`config.mk`:
```
export PLATFORM = sky130hd
export DESIGN_NAME = magnetometer_hard_iron_calibrator
export DESIGN_NICKNAME = d
export VERILOG_FILES = /design/src/hic_pkg.sv /design/src/hic_axis.sv /design/src/magnetometer_hard_iron_calibrator.sv
export VERILOG_INCLUDE_DIRS = /design/src /design/src/src
export SDC_FILE = /design/constraint.sdc
export NUM_CORES = 1
export LEC_CHECK = 0
export BUFFER_PORTS_ARGS = -buffer_cell sky130_fd_sc_hd__buf_4
export CAP_MARGIN = 20
export CORE_MARGIN = 3
export CORE_UTILIZATION = 61
export DETAILED_ROUTE_END_ITERATION = 16
export PLACE_DENSITY = 0.81
export SYNTH_ARGS = -nofsm -noshare
export SYNTH_HDL_FRONTEND = slang
export SYNTH_SLANG_ARGS = --single-unit
```
`constraint.sdc`:
```
create_clock -name i_clk -period 9.36 [get_ports i_clk]
set_input_delay 0.468 -clock i_clk [delete_from_list [all_inputs] [get_ports i_clk]]
set_output_delay 0.468 -clock i_clk [all_outputs]
set_load 0.05 [all_outputs]
```
`src/magnetometer_hard_iron_calibrator_defines.svh`:
```
// ----------------------------------------------------------------------------
// Magnetometer hard-iron calibrator assertion macros
// Concurrent check wrappers; defining ASSERT_OFF compiles them out.
// ----------------------------------------------------------------------------
`ifndef MAGNETOMETER_HARD_IRON_CALIBRATOR_DEFINES_SVH
`define MAGNETOMETER_HARD_IRON_CALIBRATOR_DEFINES_SVH

`ifndef ASSERT_OFF

// Same-cycle implication under an active-low reset
`define HIC_ASSERT_IMPLY(label, clk, rst_n, ante, cons) \
    label: assert property (@(posedge clk) disable iff (!rst_n) (ante) |-> (cons)) \
        else $error("hic: implication check failed");

// Next-cycle implication under an active-low reset
`define HIC_ASSERT_NEXT(label, clk, rst_n, ante, cons) \
    label: assert property (@(posedge clk) disable iff (!rst_n) (ante) |=> (cons)) \
        else $error("hic: next-cycle check failed");

`else

`define HIC_ASSERT_IMPLY(label, clk, rst_n, ante, cons)
`define HIC_ASSERT_NEXT(label, clk, rst_n, ante, cons)

`endif

`endif

```
`src/hic_pkg.sv`:
```
// ----------------------------------------------------------------------------
// Hard-iron calibrator package
// Widths, sample types and the axis assembly function shared by the block.
// ----------------------------------------------------------------------------
package hic_pkg;

    localparam int BYTE_W           = 8;
    localparam int AXIS_W           = 16;
    localparam int CORR_W           = 17;
    localparam int IN_TDATA_W       = 56;
    localparam int OUT_TDATA_W      = 56;
    localparam int STATUS_READY_BIT = 0;

    typedef logic [BYTE_W-1:0]        t_byte;
    typedef logic signed [AXIS_W-1:0] t_sample;
    typedef logic signed [CORR_W-1:0] t_corr;

    // Join high and low bytes into a two's complement axis sample
    function automatic t_sample assemble_axis(input t_byte lo, input t_byte hi);
        assemble_axis = t_sample'({hi, lo});
    endfunction

endpackage

```
`src/hic_axis.sv`:
```
// ----------------------------------------------------------------------------
// Hard-iron calibrator, one axis
// Holds the axis minimum and maximum, updates them while tracking, and
// forms the sample minus the truncated midpoint of the two.
// ----------------------------------------------------------------------------
module hic_axis
    import hic_pkg::*;
(
    input  logic    i_clk,
    input  logic    i_rst_n,
    input  t_sample i_sample,
    input  logic    i_track,
    output t_corr   o_corrected
);

    t_sample r_min;
    t_sample r_max;
    t_sample n_min;
    t_sample n_max;

    logic signed [CORR_W-1:0] w_sum;
    logic signed [CORR_W-1:0] w_mid;

    // Minimum first; a zero extreme counts as unset
    always_comb begin
        n_min = r_min;
        n_max = r_max;
        if (i_sample < r_min || r_min == '0) begin
            n_min = i_sample;
        end else if (i_sample > r_max || r_max == '0) begin
            n_max = i_sample;
        end
    end

    always_ff @(posedge i_clk) begin
        if (!i_rst_n) begin
            r_min <= '0;
            r_max <= '0;
        end else if (i_track) begin
            r_min <= n_min;
            r_max <= n_max;
        end
    end

    // Midpoint truncated toward zero: bias odd negative sums up before the shift
    assign w_sum = {r_min[AXIS_W-1], r_min} + {r_max[AXIS_W-1], r_max};
    assign w_mid = $signed(w_sum + {{(CORR_W-1){1'b0}}, w_sum[CORR_W-1]}) >>> 1;

    assign o_corrected = {i_sample[AXIS_W-1], i_sample} - w_mid;

endmodule

```
`src/magnetometer_hard_iron_calibrator.sv`:
```
// ----------------------------------------------------------------------------
// Magnetometer hard-iron calibrator
// One sensor read enters per request on the s_axis channel. Reads whose
// status bit 0 is clear are dropped. With calibrate_mode set (cfg channel)
// the per-axis minimum and maximum are tracked and nothing is sent; with it
// clear each read leaves on m_axis as three offset-corrected axes.
// A request passes the input register, then the result register, to m_axis.
// Throughput: one request per cycle unless m_axis stalls; both registers set
// it, with the per-axis compares, adds and subtract between them. Reset
// zeroes the mode, both stage valids and all extremes. On a receiver stall the
// result register holds its request, the input register takes reads until it
// holds one to send, and s_axis_tready drops until m_axis_tready returns.
// Config writes are always ready and unchecked; the user must make them idle.
// ----------------------------------------------------------------------------
`include "magnetometer_hard_iron_calibrator_defines.svh"

module magnetometer_hard_iron_calibrator
    import hic_pkg::*;
(
    input  logic                   i_clk,
    input  logic                   i_rst_n,
    // tdata: status_byte, x_low_byte, x_high_byte, y_low_byte, y_high_byte,
    //        z_low_byte, z_high_byte
    input  logic                   s_axis_tvalid,
    output logic                   s_axis_tready,
    input  logic [IN_TDATA_W-1:0]  s_axis_tdata,
    // tdata: x_corrected, y_corrected, z_corrected, 5 zero pad bits
    output logic                   m_axis_tvalid,
    input  logic                   m_axis_tready,
    output logic [OUT_TDATA_W-1:0] m_axis_tdata,
    // data: calibrate_mode
    input  logic                   i_cfg_valid,
    output logic                   o_cfg_ready,
    input  logic                   i_cfg_data
);

    logic                   r_cal_mode;
    logic                   r_in_valid;
    logic [IN_TDATA_W-1:0]  r_in_data;
    logic                   r_out_valid;
    logic [OUT_TDATA_W-1:0] r_out_data;
    logic [OUT_TDATA_W-1:0] n_out_data;

    t_sample w_x;
    t_sample w_y;
    t_sample w_z;
    t_corr   w_x_corr;
    t_corr   w_y_corr;
    t_corr   w_z_corr;
    logic    w_data_ready;
    logic    w_emit;
    logic    w_track;
    logic    w_out_free;
    logic    w_advance;

    // Configuration register
    assign o_cfg_ready = 1'b1;

    always_ff @(posedge i_clk) begin
        if (!i_rst_n) begin
            r_cal_mode <= 1'b0;
        end else if (i_cfg_valid) begin
            r_cal_mode <= i_cfg_data;
        end
    end

    // Decode the registered read
    assign w_x = assemble_axis(r_in_data[15:8],  r_in_data[23:16]);
    assign w_y = assemble_axis(r_in_data[31:24], r_in_data[39:32]);
    assign w_z = assemble_axis(r_in_data[47:40], r_in_data[55:48]);

    assign w_data_ready = r_in_data[STATUS_READY_BIT];
    assign w_emit       = r_in_valid && w_data_ready && !r_cal_mode;
    assign w_track      = r_in_valid && w_data_ready && r_cal_mode;
    assign w_out_free   = !r_out_valid || m_axis_tready;
    assign w_advance    = !w_emit || w_out_free;

    assign s_axis_tready = w_advance;

    // Input register: advance unless a result is stuck behind a stalled output
    always_ff @(posedge i_clk) begin
        if (!i_rst_n) begin
            r_in_valid <= 1'b0;
        end else if (w_advance) begin
            r_in_valid <= s_axis_tvalid;
        end
    end

    always_ff @(posedge i_clk) begin
        if (w_advance && s_axis_tvalid) begin
            r_in_data <= s_axis_tdata;
        end
    end

    // Per-axis extremes and correction
    hic_axis u_axis_x (
        .i_clk       (i_clk),
        .i_rst_n     (i_rst_n),
        .i_sample    (w_x),
        .i_track     (w_track),
        .o_corrected (w_x_corr)
    );

    hic_axis u_axis_y (
        .i_clk       (i_clk),
        .i_rst_n     (i_rst_n),
        .i_sample    (w_y),
        .i_track     (w_track),
        .o_corrected (w_y_corr)
    );

    hic_axis u_axis_z (
        .i_clk       (i_clk),
        .i_rst_n     (i_rst_n),
        .i_sample    (w_z),
        .i_track     (w_track),
        .o_corrected (w_z_corr)
    );

    // Pack the result, zero padded to whole bytes
    assign n_out_data = {{(OUT_TDATA_W - 3*CORR_W){1'b0}}, w_z_corr, w_y_corr, w_x_corr};

    // Result register: load on emit, drop valid once taken
    always_ff @(posedge i_clk) begin
        if (!i_rst_n) begin
            r_out_valid <= 1'b0;
        end else if (w_emit && w_out_free) begin
            r_out_valid <= 1'b1;
        end else if (m_axis_tready) begin
            r_out_valid <= 1'b0;
        end
    end

    always_ff @(posedge i_clk) begin
        if (w_emit && w_out_free) begin
            r_out_data <= n_out_data;
        end
    end

    assign m_axis_tvalid = r_out_valid;
    assign m_axis_tdata  = r_out_data;

    // Checks
    `HIC_ASSERT_NEXT(a_cal_no_result, i_clk, i_rst_n, r_cal_mode && !m_axis_tvalid, !m_axis_tvalid)
    `HIC_ASSERT_IMPLY(a_stall_cause, i_clk, i_rst_n, !s_axis_tready, r_in_valid && m_axis_tvalid && !m_axis_tready)
    `HIC_ASSERT_IMPLY(a_result_source, i_clk, i_rst_n, $rose(m_axis_tvalid), $past(r_in_valid))

endmodule

```
==> metrics.cfg <==
[outcome]
status=finished clean

[pwr]
vdd_drop_max_mv=0.0978
power.density_nw_per_um2=119
total_power_w=0.00199
power_leakage_nw=6.87

[clocking]
hold_buffers=0
cts_buffers=17
postCtsSetupBuffers=0
htree_levels=4
cts_tree=built
ctsResizeCount=0
clk_latency_ps=450
clock_path_buffers=2
root_buffer=clkbuf_16
path_clk_slew_ps=80
numClockSinks=199

[timing]
skew_ps=13.4
finalSetupTns_ps=0
rsz0062_at_grt=no
slew_violations=0
hold_viol=0
worst_hold_slack_ps=192
finalSetupViolCount=0
maxSlewHeadroom_pct=36.7
worst_pin_slew_ps=945
post-route-period-util_pct=61.6
clock.fmax_ghz=0.173
post-route-min-period_ps=5760

[synthesis]
synth_edf_count=100
synth_cell_types=91
yosysSeqAreaShare_pct=33.2
yosys-mux-area-fraction_pct=6.74
synth-main-ff-cell=edfxtp_1
yosys_warnings=0
ys_seq_elements=199
synth_top_family_by_area=simple AND/OR/NAND/NOR gates
avgSynthCellArea_um2=9.29
synth_fa_ha_area_share_pct=16.8
synthSimpleGateAreaFrac_pct=17.8
yosys.area_share.xor_xnor_pct=6.29
synth_compound_area_share_pct=14.2
syn_inst=1618
syn_area_um2=15000
async_flop_share_pct=0

[hold_path]
hp-class=input pin to flop
min_path_cells=1

[route]
drtIter0Drc=777
num_vias=12200
drt.antenna.violating_nets=0
first_pass_iters=5
wl_per_cell_um=17.8
wl_um=36500
via_per_inst=5.97
drcViolationCount=0

[cells_and_area]
diodes=0
nNetsFinal=1978
mostFrequentLayoutCell=ha_1
utilization_pct=70.3
fillCellCount=1840
drive_gt1_share_pct=10.6
final_cell_mix=ha_1, nand2_1, inv_1
area_delta_synth_final_pct=11.4

[die]
placementRows=56
dieWidth_um=163
die_area_um2=26600
initial_utilization_pct=63.1
fp.dieH_um=163
io_pins=121
core_um2=23800

[setup_path]
path_max_fanout=6
reg2reg_depth=23
cp-start-kind=flop
crit_path_end_kind=flop
cp.arrival_ps=5940
crit_type=flop to flop
required_ps=9540

[grt]
grt_pass1_vias=11900
antenna_found_initial=0
grt_max_degree=122
grt_pass1_wl_um=58600
grt_overflow=0
grt_usage_pct=27.3

[placement]
dp_hpwl_um=27800
port_buffers=107
gp_congestion=0.917

[run]
drv_cap=0

-- sequential cells by signal, summed over array words and instances, names as in the netlist --
| signal | count |
|---|---|
| m_axis_tdata | 51 |
| m_axis_tvalid | 1 |
| r_cal_mode | 1 |
| r_in_data | 49 |
| r_in_valid | 1 |
| u_axis_x.r_max | 16 |
| u_axis_x.r_min | 16 |
| u_axis_y.r_max | 16 |
| u_axis_y.r_min | 16 |
| u_axis_z.r_max | 16 |
| u_axis_z.r_min | 16 |
-- worst max-delay path, cell delays in order, from the launching register on --
cell and delay (ps):
dfxtp_1 420, ha_1 260, inv_1 70, fa_1 450, nor2b_1 170, o31a_1 200
o22a_2 210, o21ai_1 110, o21ai_1 230, a21boi_1 110, nor2_1 350, nor2b_1 90
ha_1 260, xnor2_1 280, ha_1 280, nor2b_1 130, o21a_1 180, o21ai_1 220
a211oi_1 160, o311a_1 400, o21a_1 200, o21a_1 180, o41ai_1 390, xnor2_1 140
-- logic make-up (layout without fill, tap and decap cells) --
logic type,after synthesis,in the layout
other,2,6
AO/OA/AOI/OAI,301,301
buffers and inverters,176,285
adder cells (fa/ha/maj),198,198
multiplexers,101,101
XOR/XNOR,107,107
AND/OR/NAND/NOR,534,534
flip-flops,199,199
-- cell type report --
class	count	area [um^2]	area share [%]
sequential	199	4980	29.8
timing repair buffer	117	941	5.62
multi-input combinational	1247	9330	55.8
inverter	136	510	3.05
clock inverter	13	139	0.830
clock buffer	19	433	2.59
tap	319	399	2.38
-- stage by stage --
stage                     std cells  area (um^2)  setup WS [ps]
after floorplan                1622        15000           4550
after global placement         2013        16100           3880
after detailed placement       2015        16100           3710
after CTS                      2047        16700           3660
after global routing           2050        16700           3130
final                          2050        16700           3600
-- worst paths after layout --
check / slack, ps / end / startpoint
hold reg to reg: 500 / u_axis_y.r_max[2]$_SDFFE_PN0P_ / u_axis_y.r_max[2]$_SDFFE_PN0P_
setup reg to reg: 3600 / m_axis_tdata[15]$_DFFE_PP_ / u_axis_x.r_min[0]$_SDFFE_PN0P_
setup / recovery: 3600 / m_axis_tdata[15]$_DFFE_PP_ / u_axis_x.r_min[0]$_SDFFE_PN0P_
hold / removal: 190 / r_in_data[47]$_DFFE_PP_ / s_axis_tdata[47]
-- power breakdown --
part | switching [W] | total (W) | internal, W
combinational | 0.000169 | 0.000290 | 0.000121
sequential | 0.0000311 | 0.000979 | 0.000948
clock | 0.000366 | 0.000721 | 0.000355
-- Yosys cell counts, drive strengths merged (3+ instances only) --
cell type,count,area (um^2)
a2111oi,4,53.8
a211oi,18,158
a21boi,5,37.5
a21o,42,315
a21oi,72,375
a221oi,4,47.6
a31oi,5,31.3
and2,7,43.8
and3,12,75.1
and4,3,26.3
buf,19,144
clkbuf,19,71.3
dfxtp,99,1980
edfxtp,100,3000
fa,6,120
ha,192,2400
inv,136,510
mux2i,99,991
nand2,169,634
nand2b,19,119
nand3,42,215
nand4,28,175
nor2,99,372
nor2b,57,357
nor3,23,120
nor3b,9,67.6
nor4,32,206
nor4b,8,85.1
o2111ai,7,67.6
o211ai,8,65.1
o21a,33,248
o21ai,50,265
o21bai,10,75.1
o22ai,5,31.3
o311ai,5,51.3
o31a,3,26.3
o31ai,5,37.5
o41ai,5,58.8
or2,5,31.3
or3,12,75.1
xnor2,62,551
xor2,45,394
-- layer usage --
layer	vias to the layer above	part of all wire (%)	GRT usage (%)
met2	285	48	46.9
met5	-	0	0
met1	5854	45	35.9
met4	0	2.5	8.73
met3	68	4.4	3.51
li1	6027	-	-
(Power assumes the default switching activity.)
